`config.mk`:
```
export PLATFORM = sky130hd
export DESIGN_NAME = park_miller_ranged_random_flat
export DESIGN_NICKNAME = d
export VERILOG_FILES = /design/src/rtl/pmr_pkg.sv /design/src/rtl/pmr_if.sv /design/src/rtl/park_miller_ranged_random.sv /design/src/rtl/pmr_modmul.sv /design/src/rtl/pmr_remdiv.sv /design/src/flat_wrapper.sv
export VERILOG_INCLUDE_DIRS = /design/src /design/src/rtl
export SDC_FILE = /design/constraint.sdc
export NUM_CORES = 1
export LEC_CHECK = 0
export BUFFER_PORTS_ARGS = -buffer_cell sky130_fd_sc_hd__buf_2
export CAP_MARGIN = 20
export CORE_MARGIN = 5
export CORE_UTILIZATION = 46
export CTS_BUF_LIST = sky130_fd_sc_hd__clkbuf_2 sky130_fd_sc_hd__clkbuf_4 sky130_fd_sc_hd__clkbuf_8
export DETAILED_ROUTE_END_ITERATION = 8
export PLACE_DENSITY = 0.6
export SKIP_LAST_GASP = 1
export SLEW_MARGIN = 40
export SYNTH_ARGS = -nofsm -noshare
export SYNTH_HDL_FRONTEND = slang
export SYNTH_HIERARCHICAL = 1
export SYNTH_SLANG_ARGS = --single-unit
```
`constraint.sdc`:
```
create_clock -name clk -period 19.6 [get_ports clk]
set_input_delay 2.94 -clock clk [delete_from_list [all_inputs] [get_ports clk]]
set_output_delay 2.94 -clock clk [all_outputs]
set_load 0.1 [all_outputs]
```
`src/rtl/park_miller_ranged_random_assert.svh`:
```
// assertion macros for the ranged random generator
// used by every rtl file that carries concurrent checks, needs no package
`ifndef PARK_MILLER_RANGED_RANDOM_ASSERT_SVH
`define PARK_MILLER_RANGED_RANDOM_ASSERT_SVH
`ifndef NO_ASSERTIONS
// general property, checked on every rising edge outside reset
`define PMR_ASSERT(lbl, clk, rst_n, prop) \
  lbl: assert property (@(posedge clk) disable iff (!rst_n) (prop)) \
    else $error("pmr property violated");
// condition that must never be seen outside reset
`define PMR_NEVER(lbl, clk, rst_n, cond) \
  lbl: assert property (@(posedge clk) disable iff (!rst_n) !(cond)) \
    else $error("pmr forbidden condition seen");
`else
`define PMR_ASSERT(lbl, clk, rst_n, prop)
`define PMR_NEVER(lbl, clk, rst_n, cond)
`endif
`endif

```
`src/rtl/pmr_pkg.sv`:
```
// shared types and constants of the ranged random generator
// no dependencies
package pmr_pkg;

  localparam int unsigned DATA_W  = 32;
  localparam int unsigned STATE_W = 31;
  localparam int unsigned MUL_W   = 15;
  localparam int unsigned PROD_W  = DATA_W + MUL_W;
  localparam int unsigned DVD_W   = 36;
  localparam int unsigned CNT_W   = 5;
  localparam int unsigned ITER_W  = 6;

  localparam logic [MUL_W-1:0]   MUL_G        = 15'd16807;
  localparam logic [STATE_W-1:0] MOD_N        = 31'h7fffffff;
  localparam logic [DATA_W-1:0]  ZERO_SUB     = 32'd20080806;
  localparam logic [DATA_W-1:0]  SEED_RESET   = 32'h20080806;
  localparam logic [DATA_W-1:0]  FULL_SPAN    = 32'hffffffff;
  localparam logic [DATA_W-1:0]  EXACT_SPAN   = 32'h7ffffffe;
  localparam logic [DATA_W-1:0]  NARROW_LIMIT = 32'h07ffffff;
  localparam logic [CNT_W-1:0]   POOL_FILL    = 5'd30;
  localparam logic [CNT_W-1:0]   FULL_NEED    = 5'd2;
  localparam logic [CNT_W-1:0]   WIDE_NEED    = 5'd6;
  localparam logic [ITER_W-1:0]  DIV_ITERS    = 6'd36;

  typedef enum logic [1:0] {
    MODE_FULL   = 2'd0,
    MODE_EXACT  = 2'd1,
    MODE_NARROW = 2'd2,
    MODE_WIDE   = 2'd3
  } pmr_mode_t;

endpackage

```
`src/rtl/pmr_if.sv`:
```
// request and response channel interfaces of the ranged random generator
// depends on pmr_pkg
interface pmr_req_if;
  import pmr_pkg::*;
  logic              valid;
  logic              ready;
  logic [DATA_W-1:0] range_first;
  logic [DATA_W-1:0] range_last;

  modport source (output valid, output range_first, output range_last, input ready);
  modport sink   (input valid, input range_first, input range_last, output ready);
endinterface

interface pmr_rsp_if;
  import pmr_pkg::*;
  logic              valid;
  logic              ready;
  logic [DATA_W-1:0] value;

  modport source (output valid, output value, input ready);
  modport sink   (input valid, input value, output ready);
endinterface

```
`src/rtl/park_miller_ranged_random.sv`:
```
// top level of the ranged random generator: sequencer, bit pool, output stage
// depends on pmr_pkg, pmr_if, pmr_modmul, pmr_remdiv and the assertion header
//
// usage:
// - in_req carries one request per transfer (range_first, range_last,
//   inclusive); out_rsp returns exactly one value per request, in order
// - cfg_we with cfg_wdata reloads the generator state and empties the bit
//   pool; write only while no request is in flight
// - one request at a time: ready stays low from the request transfer until
//   the result has been loaded into the output register
// - each request makes a multiplier pass for its draw; the full and wide spans
//   make a second pass, a refill draw, when the pool runs short, and all spans
//   but the full and exact ones then go through the remainder unit (36-step
//   serial divider); the worst case is set by two passes through the
//   two-stage modular multiplier plus the bit-serial remainder unit
// - the result waits in the output register while the receiver stalls; the
//   next request is still taken and worked on, and its result is held back
//   until the pending one has been transferred
// - reset loads the generator with 0x20080806, empties the pool and drops
//   out_rsp.valid
`include "park_miller_ranged_random_assert.svh"

module park_miller_ranged_random (
  input  logic                       clk,
  input  logic                       rst_n,
  pmr_req_if.sink                    in_req,
  pmr_rsp_if.source                  out_rsp,
  input  logic                       cfg_we,
  input  logic [pmr_pkg::DATA_W-1:0] cfg_wdata
);
  import pmr_pkg::*;

  typedef enum logic [7:0] {
    S_IDLE   = 8'b0000_0001,
    S_DRAW   = 8'b0000_0010,
    S_DRAW_W = 8'b0000_0100,
    S_FILL   = 8'b0000_1000,
    S_FILL_W = 8'b0001_0000,
    S_MIX    = 8'b0010_0000,
    S_DIV    = 8'b0100_0000,
    S_OUT    = 8'b1000_0000
  } pmr_state_t;

  pmr_state_t state_r, state_nxt;

  // generator and bit pool
  logic [DATA_W-1:0]  gen_r, gen_nxt;
  logic [STATE_W-1:0] pool_r, pool_nxt;
  logic [CNT_W-1:0]   pool_cnt_r, pool_cnt_nxt;

  // per-request working registers
  logic [DATA_W-1:0]  first_r;
  logic [DATA_W-1:0]  span_r;
  pmr_mode_t          mode_r;
  logic [STATE_W-1:0] draw_r, draw_nxt;
  logic [DATA_W-1:0]  off_r, off_nxt;

  // output register
  logic               out_valid_r, out_valid_nxt;
  logic [DATA_W-1:0]  out_value_r;

  // shared units
  logic               mm_start;
  logic [DATA_W-1:0]  mm_x;
  logic               mm_done;
  logic [STATE_W-1:0] mm_res;
  logic               div_start;
  logic [DVD_W-1:0]   div_dividend;
  logic               div_done;
  logic [DATA_W-1:0]  div_rem;

  logic               in_xfer;
  logic               out_xfer;
  logic               out_free;
  logic [DATA_W-1:0]  span_in;
  logic               need_fill;

  assign in_xfer  = in_req.valid && in_req.ready;
  assign out_xfer = out_valid_r && out_rsp.ready;
  assign out_free = !out_valid_r || out_rsp.ready;
  assign span_in  = in_req.range_last - in_req.range_first;

  // zero state is replaced before the multiply
  assign mm_x = (gen_r == '0) ? ZERO_SUB : gen_r;

  // refill decision is made on the pool count before this request uses it
  assign need_fill = ((mode_r == MODE_FULL) && (pool_cnt_r < FULL_NEED)) ||
                     ((mode_r == MODE_WIDE) && (pool_cnt_r < WIDE_NEED));

  pmr_modmul u_modmul (
    .clk   (clk),
    .rst_n (rst_n),
    .start (mm_start),
    .x     (mm_x),
    .done  (mm_done),
    .res   (mm_res)
  );

  pmr_remdiv u_remdiv (
    .clk      (clk),
    .rst_n    (rst_n),
    .start    (div_start),
    .dividend (div_dividend),
    .divisor  (span_r + DATA_W'(1)),
    .done     (div_done),
    .rem      (div_rem)
  );

  // sequencer
  always_comb begin
    state_nxt     = state_r;
    gen_nxt       = gen_r;
    pool_nxt      = pool_r;
    pool_cnt_nxt  = pool_cnt_r;
    draw_nxt      = draw_r;
    off_nxt       = off_r;
    out_valid_nxt = out_valid_r && !out_xfer;
    mm_start      = 1'b0;
    div_start     = 1'b0;
    div_dividend  = {{(DVD_W-STATE_W+1){1'b0}}, draw_r[STATE_W-1:1]};

    case (state_r)
      S_IDLE: begin
        if (in_xfer) begin
          state_nxt = S_DRAW;
        end
      end
      S_DRAW: begin
        mm_start  = 1'b1;
        state_nxt = S_DRAW_W;
      end
      S_DRAW_W: begin
        if (mm_done) begin
          gen_nxt   = {1'b0, mm_res};
          draw_nxt  = mm_res;
          state_nxt = need_fill ? S_FILL : S_MIX;
        end
      end
      S_FILL: begin
        mm_start  = 1'b1;
        state_nxt = S_FILL_W;
      end
      S_FILL_W: begin
        if (mm_done) begin
          gen_nxt      = {1'b0, mm_res};
          pool_nxt     = mm_res;
          pool_cnt_nxt = POOL_FILL;
          state_nxt    = S_MIX;
        end
      end
      S_MIX: begin
        case (mode_r)
          MODE_FULL: begin
            off_nxt      = {pool_r[1:0], draw_r[STATE_W-1:1]};
            pool_nxt     = pool_r >> 2;
            pool_cnt_nxt = pool_cnt_r - FULL_NEED;
            state_nxt    = S_OUT;
          end
          MODE_EXACT: begin
            off_nxt   = {1'b0, draw_r};
            state_nxt = S_OUT;
          end
          MODE_WIDE: begin
            div_dividend = {pool_r[5:0], draw_r[STATE_W-1:1]};
            div_start    = 1'b1;
            pool_nxt     = pool_r >> 6;
            pool_cnt_nxt = pool_cnt_r - WIDE_NEED;
            state_nxt    = S_DIV;
          end
          default: begin
            // narrow span: dividend is the shifted draw alone
            div_start = 1'b1;
            state_nxt = S_DIV;
          end
        endcase
      end
      S_DIV: begin
        if (div_done) begin
          off_nxt   = div_rem;
          state_nxt = S_OUT;
        end
      end
      S_OUT: begin
        // hold here while an earlier result still waits for its transfer
        if (out_free) begin
          out_valid_nxt = 1'b1;
          state_nxt     = S_IDLE;
        end
      end
      default: begin
        state_nxt = S_IDLE;
      end
    endcase

    // seed write reloads state and empties the pool
    if (cfg_we) begin
      gen_nxt      = cfg_wdata;
      pool_nxt     = '0;
      pool_cnt_nxt = '0;
    end
  end

  always_ff @(posedge clk) begin
    if (!rst_n) begin
      state_r     <= S_IDLE;
      gen_r       <= SEED_RESET;
      pool_r      <= '0;
      pool_cnt_r  <= '0;
      out_valid_r <= 1'b0;
    end else begin
      state_r     <= state_nxt;
      gen_r       <= gen_nxt;
      pool_r      <= pool_nxt;
      pool_cnt_r  <= pool_cnt_nxt;
      out_valid_r <= out_valid_nxt;
    end
    draw_r <= draw_nxt;
    off_r  <= off_nxt;
    if (in_xfer) begin
      first_r <= in_req.range_first;
      span_r  <= span_in;
      if (span_in == FULL_SPAN) begin
        mode_r <= MODE_FULL;
      end else if (span_in == EXACT_SPAN) begin
        mode_r <= MODE_EXACT;
      end else if (span_in < NARROW_LIMIT) begin
        mode_r <= MODE_NARROW;
      end else begin
        mode_r <= MODE_WIDE;
      end
    end
    if ((state_r == S_OUT) && out_free) begin
      out_value_r <= off_r + first_r;
    end
  end

  assign in_req.ready  = (state_r == S_IDLE);
  assign out_rsp.valid = out_valid_r;
  assign out_rsp.value = out_value_r;

  `PMR_ASSERT(a_busy_after_accept, clk, rst_n, in_xfer |=> !in_req.ready)
  `PMR_NEVER(a_pool_count_even, clk, rst_n, pool_cnt_r[0] || pool_cnt_r > POOL_FILL)
  `PMR_NEVER(a_full_pool_short, clk, rst_n,
    state_r == S_MIX && mode_r == MODE_FULL && pool_cnt_r < FULL_NEED)
  `PMR_NEVER(a_wide_pool_short, clk, rst_n,
    state_r == S_MIX && mode_r == MODE_WIDE && pool_cnt_r < WIDE_NEED)

endmodule

```
`src/rtl/pmr_modmul.sv`:
```
// two-stage multiply by 16807 modulo 2^31-1 with mersenne folding
// depends on pmr_pkg and the assertion header
`include "park_miller_ranged_random_assert.svh"

module pmr_modmul (
  input  logic                        clk,
  input  logic                        rst_n,
  input  logic                        start,
  input  logic [pmr_pkg::DATA_W-1:0]  x,
  output logic                        done,
  output logic [pmr_pkg::STATE_W-1:0] res
);
  import pmr_pkg::*;

  logic [PROD_W-1:0]  prod_r;
  logic               v1_r;
  logic               done_r;
  logic [STATE_W-1:0] res_r;

  logic [DATA_W-1:0]  fold1;
  logic [DATA_W-1:0]  fold2;
  logic [STATE_W-1:0] res_nxt;

  // fold high bits onto low bits twice, then one conditional subtract
  always_comb begin
    fold1 = {1'b0, prod_r[STATE_W-1:0]} + {{(DATA_W-(PROD_W-STATE_W)){1'b0}},
                                           prod_r[PROD_W-1:STATE_W]};
    fold2 = {1'b0, fold1[STATE_W-1:0]} + {{(DATA_W-1){1'b0}}, fold1[DATA_W-1]};
    if (fold2 >= {1'b0, MOD_N}) begin
      res_nxt = STATE_W'(fold2 - {1'b0, MOD_N});
    end else begin
      res_nxt = fold2[STATE_W-1:0];
    end
  end

  always_ff @(posedge clk) begin
    if (!rst_n) begin
      v1_r   <= 1'b0;
      done_r <= 1'b0;
    end else begin
      v1_r   <= start;
      done_r <= v1_r;
    end
    prod_r <= {{(PROD_W-DATA_W){1'b0}}, x} * {{(PROD_W-MUL_W){1'b0}}, MUL_G};
    res_r  <= res_nxt;
  end

  assign done = done_r;
  assign res  = res_r;

  `PMR_NEVER(a_res_below_mod, clk, rst_n, done_r && res_r == MOD_N)
  `PMR_ASSERT(a_done_follows, clk, rst_n, start |=> ##1 done_r)
  `PMR_NEVER(a_done_needs_start, clk, rst_n, done_r && !$past(start, 2))

endmodule

```
`src/rtl/pmr_remdiv.sv`:
```
// bit-serial restoring remainder of a 36-bit dividend by a 32-bit divisor
// depends on pmr_pkg and the assertion header
`include "park_miller_ranged_random_assert.svh"

module pmr_remdiv (
  input  logic                       clk,
  input  logic                       rst_n,
  input  logic                       start,
  input  logic [pmr_pkg::DVD_W-1:0]  dividend,
  input  logic [pmr_pkg::DATA_W-1:0] divisor,
  output logic                       done,
  output logic [pmr_pkg::DATA_W-1:0] rem
);
  import pmr_pkg::*;

  logic [ITER_W-1:0] cnt_r, cnt_nxt;
  logic              done_r;
  logic [DVD_W-1:0]  dvd_r;
  logic [DATA_W-1:0] dsr_r;
  logic [DATA_W-1:0] rem_r, rem_nxt;

  logic [DATA_W:0]   trial;
  logic [DATA_W:0]   diff;

  // one quotient bit per cycle: shift in next dividend bit, subtract if it fits
  always_comb begin
    trial   = {rem_r, dvd_r[DVD_W-1]};
    diff    = trial - {1'b0, dsr_r};
    rem_nxt = (trial >= {1'b0, dsr_r}) ? diff[DATA_W-1:0] : trial[DATA_W-1:0];
    cnt_nxt = cnt_r - ITER_W'(1);
  end

  always_ff @(posedge clk) begin
    if (!rst_n) begin
      cnt_r  <= '0;
      done_r <= 1'b0;
    end else if (start) begin
      cnt_r  <= DIV_ITERS;
      done_r <= 1'b0;
    end else if (cnt_r != '0) begin
      cnt_r  <= cnt_nxt;
      done_r <= (cnt_nxt == '0);
    end else begin
      done_r <= 1'b0;
    end
    if (start) begin
      dvd_r <= dividend;
      dsr_r <= divisor;
      rem_r <= '0;
    end else if (cnt_r != '0) begin
      dvd_r <= {dvd_r[DVD_W-2:0], 1'b0};
      rem_r <= rem_nxt;
    end
  end

  assign done = done_r;
  assign rem  = rem_r;

  `PMR_NEVER(a_rem_below_divisor, clk, rst_n, done_r && rem_r >= dsr_r)
  `PMR_NEVER(a_done_when_idle, clk, rst_n, done_r && cnt_r != '0)
  `PMR_ASSERT(a_start_loads, clk, rst_n, start |=> cnt_r == DIV_ITERS)

endmodule
```
`src/flat_wrapper.sv`:
```
// flat-port wrapper written by rule: the top's interface ports become plain ports
module park_miller_ranged_random_flat import pmr_pkg::*;
  (clk, rst_n, cfg_we, cfg_wdata, in_req_valid, in_req_range_first, in_req_range_last, in_req_ready, out_rsp_valid, out_rsp_value, out_rsp_ready);
  pmr_req_if in_req_i ();
  pmr_rsp_if out_rsp_i ();
  input  logic clk;
  input  logic rst_n;
  input  logic cfg_we;
  input  logic [pmr_pkg::DATA_W-1:0] cfg_wdata;
  input wire logic [$bits(in_req_i.valid)-1:0] in_req_valid;
  input wire logic [$bits(in_req_i.range_first)-1:0] in_req_range_first;
  input wire logic [$bits(in_req_i.range_last)-1:0] in_req_range_last;
  output wire logic [$bits(in_req_i.ready)-1:0] in_req_ready;
  output wire logic [$bits(out_rsp_i.valid)-1:0] out_rsp_valid;
  output wire logic [$bits(out_rsp_i.value)-1:0] out_rsp_value;
  input wire logic [$bits(out_rsp_i.ready)-1:0] out_rsp_ready;
  assign in_req_i.valid = in_req_valid;
  assign in_req_i.range_first = in_req_range_first;
  assign in_req_i.range_last = in_req_range_last;
  assign in_req_ready = in_req_i.ready;
  assign out_rsp_valid = out_rsp_i.valid;
  assign out_rsp_value = out_rsp_i.value;
  assign out_rsp_i.ready = out_rsp_ready;
  park_miller_ranged_random u_core (.clk(clk), .rst_n(rst_n), .in_req(in_req_i), .out_rsp(out_rsp_i), .cfg_we(cfg_we), .cfg_wdata(cfg_wdata));
endmodule
```
; ---- Word level (Yosys, flattened, before mapping)
; Index checks and enable logic that the tools add are counted.
[op_classes]
muxes = 36
eq_ne = 19
bitwise = 2
mul = 1
reduce_logical = 31
n_addsub = 10
n_lt_le_gt_ge = 5
[op_table]
columns = operator, n
row1 = $mux W32, 6
row2 = $mux W36, 4
row3 = $pmux W32 S2, 2
row4 = $pmux W31 S2, 2
row5 = $pmux W8 S8, 1
row6 = $sub A32 B32 Y32, 2
row7 = $mux W31, 2
row8 = $mux W8, 6
row9 = $mul A32 B15 Y47 const B, 1
row10 = $ge A33 B32 Y1, 1
row11 = $add A31 B1 Y32, 1
row12 = $add A31 B16 Y32, 1
row13 = $add A32 B1 Y32 const B, 1
row14 = $add A32 B32 Y32, 1
row15 = $eq A32 B31 Y1 const B, 1
row16 = $eq A32 B32 Y1 const B, 1
row17 = $ge A32 B31 Y1 const B, 1
row18 = $logic_not A32 Y1, 1
row19 = $lt A32 B27 Y1 const B, 1
row20 = $sub A31 B31 Y31 const B, 1
row21 = $pmux W5 S2, 2
row22 = $mux W6, 3
row23 = $reduce_or A2 Y1, 6
row24 = $reduce_bool A2 Y1, 5
row25 = other kinds (31), 51
[word_totals]
word_cells = 126
out_inout_bits = 34
register_bits = 425

; ---- Logic depth before layout (Yosys ltp)
; Gate-level depths: netlist of run 1.
[depth]
depth_word = 6
depth_mapped = 30

; ---- By module
; Netlist of run 1, hierarchy kept.
[modules_own_cells]
columns = module, seq_area_each_um2, area_per_inst_um2, cells_per_inst, instances
row1 = park_miller_ranged_random, 6356.1, 13574.3, 1349, 1
row2 = pmr_modmul, 1601.5, 12366.9, 1393, 1
row3 = pmr_remdiv, 2822.7, 6232.2, 617, 1

; ---- Worst setup path before layout of run 1
; No wires, ideal clock.
[synth_timing]
path_type = reg2reg
start = register u_core.gen_r[23]
end = register u_core.u_modmul.prod_r[45]
synth_period_minus_slack_ps = 7425
arrival_ps = 7305
path_slack_ps = 12175
setup_time_ps = 120
stages_incl_launch_ff = 31
n_path_buf = 1
cell_sequence = dfxtp_1 > nor4_1 > nand4_1 > nor2_1 > clkbuf_1 > or2_2 > inv_1 > fa_1 > inv_1 > ha_1 > inv_1 > fa_1 > inv_1 > fa_1 > fa_1 > inv_1 > fa_1 > inv_1 > ha_1 > a21o_1 > a21o_1 > a221o_1 > nor2b_1 > a2111oi_0 > nand3_1 > a41o_1 > a41o_1 > o311ai_1 > o21a_1 > mux2i_1 > a211o_1
[synth_via]
elab_chain_len = 3
[synth_rtl]
columns = element, line_no
row1 = from (decl), park_miller_ranged_random.sv:47  ; logic [DATA_W-1:0] gen_r, gen_nxt;
row2 = from (signal assigned), park_miller_ranged_random.sv:212  ; gen_r <= gen_nxt;
row3 = $logic_not A32 Y1, park_miller_ranged_random.sv:84  ; assign mm_x = (gen_r == '0) ? ZERO_SUB : gen_r;
row4 = $mux W32, park_miller_ranged_random.sv:84
row5 = named net u_core.mm_x[17], park_miller_ranged_random.sv:64  ; logic [DATA_W-1:0] mm_x;
row6 = $mul A32 B15 Y47, pmr_modmul.sv:44  ; prod_r <= {{(PROD_W-DATA_W){1'b0}}, x} * {{(PROD_W-MUL_W){1'b0}}, MUL_G};
row7 = to (signal assigned), pmr_modmul.sv:44
row8 = to (decl), pmr_modmul.sv:15  ; logic [PROD_W-1:0] prod_r;
; The timed path passes the listed nets, and every way through them passes these cells.
; A chain may end at the register's enable or synchronous reset.

; ---- Worst setup path in the final report of run 1
[layout_timing]
start = register u_core.gen_r[28]
end = register u_core.u_modmul.prod_r[45]
; The elaborated chain is that of the path after synthesis.

==> results by group, run 1 <==
Status
  • Result of the run: finished, violations left
  • Failing checks: DRC

Worst setup path
  • CP top delay family: adder cells
  • Crit path top cell by count: inv_1
  • Type of the worst setup path: flip-flop to flip-flop
  • Worst Setup SP: u_core/gen_r[28]
  • Highest cell delay on the worst timing path: 0.55 ns
  • Nature of the critical path endpoint: flip-flop
  • Worst-path maximum fanout: 11
  • Reg-to-reg setup timing slack: 11.04 ns
  • Critical Path RT: 20.15 ns
  • Worst reg2reg path startpoint: u_core/gen_r[28]
  • CP max stage cell: fa_1
  • R2R Path End: u_core/u_modmul/prod_r[45]
  • CP Launch Type: flip-flop
  • Worst Reg-to-Reg Cells: 29
  • Buf/Inv on CP: 6
  • Critical path depth: 29
  • Critical path destination: u_core/u_modmul/prod_r[45]
  • Arrival @ worst endpoint: 9.11 ns

Synth
  • Top-area cell type share of the netlist area: 0.214
  • Seq/Total Area, Yosys: 0.335
  • Synth Register Bits: 424
  • Netlist cell types: 109
  • Fraction of registers with async set/reset: 0
  • Synth cell count leaders: inv_1 (415), ha_1 (315), nor2_1 (240), edfxtp_1 (229), a21oi_1 (211)
  • Mapped Avg Cell Area: 9.58 um^2
  • Cell with the most instances after synthesis: inv_1
  • Largest cells by area after synthesis: edfxtp_1 (21%), ha_1 (12%), dfxtp_1 (12%)
  • Mapped Cells: 3,359
  • Top FF cell, synth: edfxtp_1
  • Mapped Area: 0.0322 mm^2
  • Ys Warns: 6
  • Syn nets: 3,917
  • Post-synth EDFFs: 229
  • Largest area contributor in the netlist: edfxtp_1

Final layout
  • Biggest register: u_core/u_modmul/prod_r
  • Syn-to-layout area delta: 9.59%
  • Share of post-route cells with drive strength above 1: 0.118
  • Max reg flops: 47
  • # nets final: 4,020
  • Largest registers: u_core/u_modmul/prod_r: 47 flops, u_core/u_remdiv/dvd_r: 36 flops

Pwr
  • Leakage power: 15.3 nW
  • Max VDD drop: 0.000156 V
  • Total Power: 5.19 mW
  • Pwr per Cell Area: 147 mW/mm^2

Clock network
  • CTS clk-pin slew, worst paths: 0.06 ns
  • CTS tree: done
  • Post-CTS sizing: 0
  • Worst-Skew Late Latency: 0.66 ns
  • CTS Hold Bufs: 0
  • Clock root buffer: clkbuf_8
  • Clock Sinks: 424
  • CTS Buffer Depth: 3
  • Num CTS Buffers: 76
  • H-tree depth: 3
  • Postcts setup bufs: 0

Floorplanning
  • Die Span Y: 274 um
  • Die ar.: 0.0753 mm^2
  • Core ar.: 0.0697 mm^2
  • Die Wd: 274 um
  • I/O pin count: 135
  • Row count: 97
  • Initial Utilization: 0.462

Timing
  • Clock Skews: 0.0452 ns
  • Slew @ Worst Pin: 0.813 ns
  • Final Cycle Share: 0.437
  • Period minus WS final: 8.56 ns
  • Endpoints failing setup: 0
  • Fin. Hold Viols: 0
  • Slew Viols, Final: 0
  • Slew headroom: 0.454
  • RSZ-0062 raised after global routing: false
  • Peak Freq: 117 MHz
  • Setup TNS: 0 ns

Place
  • GP Congestion: 0.934
  • Dpl hpwl: 73.0 mm
  • I/O Buffers: 134

GRT
  • Wire length of the first global-routing pass: 142 mm
  • GR Overflow Total: 0
  • Pin count of the biggest net entering global routing: 67
  • Gr usage total: 0.244
  • Vias in the first global route: 23,983
  • Initial antenna violation count: 12

Routing
  • Initial DRC count: 2,075
  • Pre-antenna DRT Iters: 9
  • Vias/cell: 5.57
  • WL per Instance: 20.9 um
  • DRC: 1
  • Antenna Nets Post-Route: 0
  • Post-Route WL: 93.2 mm
  • Via count: 24,879

Hold path
  • Min-Delay Path Class: flip-flop to flip-flop
  • WHS Path Cells: 1

Job
  • Max Cap Violations: 0
[cell families after synthesis]
| family | Yosys count | share of synthesized area |
|---|---|---|
| simple gates | 898 | 0.141 |
| compound gates | 707 | 0.149 |
| buf+inv | 545 | 0.0681 |
| fa+ha+maj | 457 | 0.211 |
| flops | 424 | 0.335 |
| xor+xnor | 206 | 0.0568 |
| mux | 122 | 0.0395 |
[worst register-to-register path: cells and delay by family (launching register included)]
| kind | cells | cell delay, ns |
|---|---|---|
| adders and majority gates | 7 | 3.20 |
| AOI/OAI and AO/OA | 9 | 2.67 |
| and+or+nand+nor | 6 | 1.70 |
| DFF | 1 | 0.41 |
| buffers and inverters | 6 | 0.37 |
| muxes | 1 | 0.09 |
[final cells by class]
cell class / count / area (um^2)
antenna: 3 / 7.51
timing repair buffer: 154 / 856
sequential: 424 / 10800
clock inverter: 29 / 214
inverter: 416 / 1560
tap: 940 / 1180
multi-input combinational: 2390 / 19300
clock buffer: 112 / 1390
fill: 6591 / 34400
[power breakdown]
part	total (mW)	switching (mW)	internal (mW)	leakage, nW
clock	0.867	0.393	0.474	0.850
sequential	1.49	0.275	1.21	3.75
combinational	2.84	1.72	1.12	10.7
total	5.19	2.39	2.80	15.3
[layer usage]
| layer | up-vias | share of wire | routed length [um] | GRT usage |
|---|---|---|---|---|
| li1 | 12084 | - | - | - |
| met1 | 11990 | 0.44 | 41000 | 0.338 |
| met4 | 0 | 0.027 | 2540 | 0.0705 |
| met3 | 122 | 0.059 | 5470 | 0.0316 |
| met5 | - | 0 | 0 | 0 |
| met2 | 683 | 0.47 | 44200 | 0.404 |
[stage by stage]
stage | area (um^2) | setup slack, ns | hold slack, ns | instances | utilization
CTS | 35200 | 11.04 | 0.436 | 4465 | 0.506
global route | 35300 | 10.42 | 0.442 | 4466 | 0.506
global placement | 33600 | 11.16 | 0.416 | 4321 | 0.482
detailed placement | 33600 | 11.07 | 0.423 | 4324 | 0.483
floorplan | 32200 | 12.18 | 0.412 | 3359 | -
finish | 35300 | 11.04 | 0.433 | 4468 | 0.506
[cell usage in the layout, fill, tap and decap left out, drive strengths merged, types with 132 or more instances in the layout]
cell type,instances
xnor2,132
nor2,241
ha,315
edfxtp,229
buf,154
dfxtp,195
nand2,207
a21oi,219
fa,142
inv,420
[worst min path at each step]
stage                    startpoint                   end  slack [ns]
2_1_floorplan  u_core/u_modmul/v1_r  u_core/u_modmul/done        0.41
3_3_place_gp   u_core/u_modmul/v1_r  u_core/u_modmul/done        0.42
3_5_place_dp   u_core/u_modmul/v1_r  u_core/u_modmul/done        0.42
4_1_cts        u_core/u_modmul/v1_r  u_core/u_modmul/done        0.44
5_1_grt        u_core/u_modmul/v1_r  u_core/u_modmul/done        0.44
6_report       u_core/u_modmul/v1_r  u_core/u_modmul/done        0.43
(Power assumes the default switching activity.)
==> inputs of run 2 (changes only) <==
--- a/config.mk
+++ b/config.mk
@@ -12,7 +12,7 @@
 export CORE_UTILIZATION = 46
 export CTS_BUF_LIST = sky130_fd_sc_hd__clkbuf_2 sky130_fd_sc_hd__clkbuf_4 sky130_fd_sc_hd__clkbuf_8
 export DETAILED_ROUTE_END_ITERATION = 8
-export PLACE_DENSITY = 0.6
+export PLACE_DENSITY = 0.63
 export SKIP_LAST_GASP = 1
 export SLEW_MARGIN = 40
 export SYNTH_ARGS = -nofsm -noshare
==> constraint.sdc (replaced) <==
create_clock -name clk -period 7.6 [get_ports clk]
set_input_delay 1.14 -clock clk [delete_from_list [all_inputs] [get_ports clk]]
set_output_delay 1.14 -clock clk [all_outputs]
set_load 0.1 [all_outputs]
==> results by group, run 2 (same netlist as run 1, synthesis figures left out) <==
Floorplanning
  • Row count: 97 (unchanged)
  • Die Wd: 274 um (unchanged)
  • Die ar.: 0.0753 mm^2 (unchanged)
  • Die Span Y: 274 um (unchanged)
  • Core ar.: 0.0697 mm^2 (unchanged)
  • Initial Utilization: 0.462 (unchanged)
  • I/O pin count: 135 (unchanged)

Clock network
  • CTS tree: done
  • H-tree depth: 3 (unchanged)
  • CTS Hold Bufs: 0 (unchanged)
  • Clock Sinks: 424 (unchanged)
  • CTS clk-pin slew, worst paths: 0.06 ns (about the same)
  • Worst-Skew Late Latency: 0.69 ns (+0.03 ns)
  • Num CTS Buffers: 78 (+2.6%)
  • Clock root buffer: clkbuf_8
  • CTS Buffer Depth: 3 (unchanged)

Routing
  • Vias/cell: 5.57 (about the same)
  • DRC: 0 (-1)
  • WL per Instance: 20.3 um (-2.6%)
  • Via count: 25,144 (+1.1%)
  • Pre-antenna DRT Iters: 6 (-3)
  • Post-Route WL: 91.7 mm (-1.6%)
  • Antenna Nets Post-Route: 0 (unchanged)
  • Initial DRC count: 1,915 (-7.7%)

Timing
  • Period minus WS final: 7.40 ns (-1.16 ns)
  • RSZ-0062 raised after global routing: true
  • Fin. Hold Viols: 0 (unchanged)
  • Clock Skews: 0.0450 ns (-0.000259 ns)
  • Final Cycle Share: 0.974 (+0.537)
  • Slew Viols, Final: 0 (unchanged)
  • Slew @ Worst Pin: 0.825 ns (+0.0114 ns)
  • Peak Freq: 135 MHz (+16%)
  • Hold Slack: 0.434 ns (+0.00153 ns)
  • Setup TNS: 0 ns (unchanged)
  • Slew headroom: 0.446 (-0.00763)
  • Endpoints failing setup: 0 (unchanged)

GRT
  • Wire length of the first global-routing pass: 141 mm (-0.73%)
  • GR Overflow Total: 0 (unchanged)
  • Pin count of the biggest net entering global routing: 67 (unchanged)
  • Initial antenna violation count: 7 (-5)
  • Vias in the first global route: 24,425 (+1.8%)
  • Gr usage total: 0.239 (-0.00506)

Pwr
  • Total Power: 13.7 mW (+160%)
  • Leakage power: 15.6 nW (+1.9%)
  • Pwr per Cell Area: 383 mW/mm^2 (+160%)
  • Max VDD drop: 0.000229 V (+47%)

Worst setup path
  • Reg-to-reg setup timing slack: 0.20 ns (-10.84 ns)
  • Nature of the critical path endpoint: flip-flop
  • CP Launch Type: flip-flop
  • Type of the worst setup path: flip-flop to flip-flop
  • Highest cell delay on the worst timing path: 0.52 ns (-0.03 ns)
  • Critical Path RT: 8.14 ns (-12.01 ns)
  • R2R Path End: u_core/u_modmul/prod_r[45]
  • Crit path top cell by count: inv_1
  • Arrival @ worst endpoint: 7.94 ns (-1.17 ns)
  • Worst-path maximum fanout: 3 (-8)
  • Worst Reg-to-Reg Cells: 30 (+3.4%)
  • Worst Setup SP: u_core/gen_r[10]
  • Worst reg2reg path startpoint: u_core/gen_r[10]
  • CP max stage cell: fa_1

Place
  • I/O Buffers: 134 (unchanged)
  • Dpl hpwl: 71.4 mm (-2.1%)
  • Inst Count DP: 4,365 (+0.95%)
  • GP Congestion: 0.925 (-0.97%)

Final layout
  • Fin cells: 4,516 (+1.1%)
  • Max reg flops: 47 (unchanged)
  • Largest registers: u_core/u_modmul/prod_r: 47 flops, u_core/u_remdiv/dvd_r: 36 flops
  • Most common cell after layout, fill and taps aside: inv_1
  • Area of the multi-input gates: 0.0194 mm^2 (+0.59%)
  • Fillers: 6,499 (-1.4%)
  • # nets final: 4,068 (+1.2%)
  • Syn-to-layout area delta: 11.3%
  • Share of post-route cells with drive strength above 1: 0.136 (+0.0174)
  • Biggest register: u_core/u_modmul/prod_r
  • Register area: 0.0108 mm^2 (unchanged)
  • Final Core Density: 0.514 (+0.00792)
  • Highest-count cells in the layout ignoring fill and taps: inv_1 (412), ha_1 (311), nor2_1 (237)

Status
  • Result of the run: finished, final reports clean

Hold path
  • WHS Endpoint: u_core/u_modmul/done
  • Min-Delay Path Class: flip-flop to flip-flop
  • Hold_sp: u_core/u_modmul/v1_r
  • WHS Path Cells: 1 (unchanged)

Job
  • Max Cap Violations: 0 (unchanged)
run 2: changes by cell type in the layout (fill, tap and decap cells not counted), sizes merged:
cell	change
clkbuf	-4
inv	+1
clkinvlp	+1
buf	+46
bufinv	+4
clkinv	+2
diode	-2
run 2: metrics by stage:
stage	setup slack (ns)	area, um^2
floorplan	0.175	32200
global placement	-0.0303	33900
detailed placement	-0.137	34000
CTS	0.0182	35700
global route	-0.0728	35800
finish	0.201	35800
run 2: how the worst max path moves through the flow:
stage	end	slack, ns	depth (start not counted)
detailed placement	u_core/u_modmul/prod_r[45]	-0.14	31
global placement	u_core/u_modmul/prod_r[45]	-0.03	30
CTS	u_core/u_modmul/prod_r[45]	0.02	31
global route	u_core/u_modmul/prod_r[45]	-0.07	30
floorplan	u_core/u_modmul/prod_r[45]	0.18	30
finish	u_core/u_modmul/prod_r[45]	0.20	30
run 2: power by group:
| group | internal [mW] | switching, mW | total, mW |
|---|---|---|---|
| Sequential | 3.12 | 0.575 | 3.69 |
| Clock | 1.32 | 1.03 | 2.35 |
| Combinational | 3.02 | 4.65 | 7.67 |
| Total | 7.45 | 6.26 | 13.7 |
run 2: cell type report:
type | count | share of cell area
Sequential cell | 424 | 0.301
Clock buffer | 108 | 0.0366
Multi-Input combinational cell | 2390 | 0.542
Timing Repair Buffer | 200 | 0.0338
Inverter | 416 | 0.0436
Clock inverter | 37 | 0.0106
Antenna cell | 1 | 0.0000699
Tap cell | 940 | 0.0328
run 2: critical path, delay by kind of cell (launching register included):
family / cells / cell delay [ns]
buffers and inverters: 7 / 0.48
flip-flops: 1 / 0.32
multiplexers: 1 / 0.09
AO/OA/AOI/OAI: 9 / 2.22
adder cells (fa/ha/maj): 7 / 3.05
AND/OR/NAND/NOR: 6 / 1.09
run 2: metal layers:
layer	vias up	routed length [um]	track usage
li1	12184	-	-
met1	12051	40000	0.324
met2	738	43900	0.398
met3	171	4670	0.0309
met4	0	3140	0.0807
met5	-	0	0
run 2: what timing repair did:
item,CTS,global route
resized for setup,3,22
pin swaps,0,17
endpoints found under the setup margin,2,7
buffers inserted,0,5
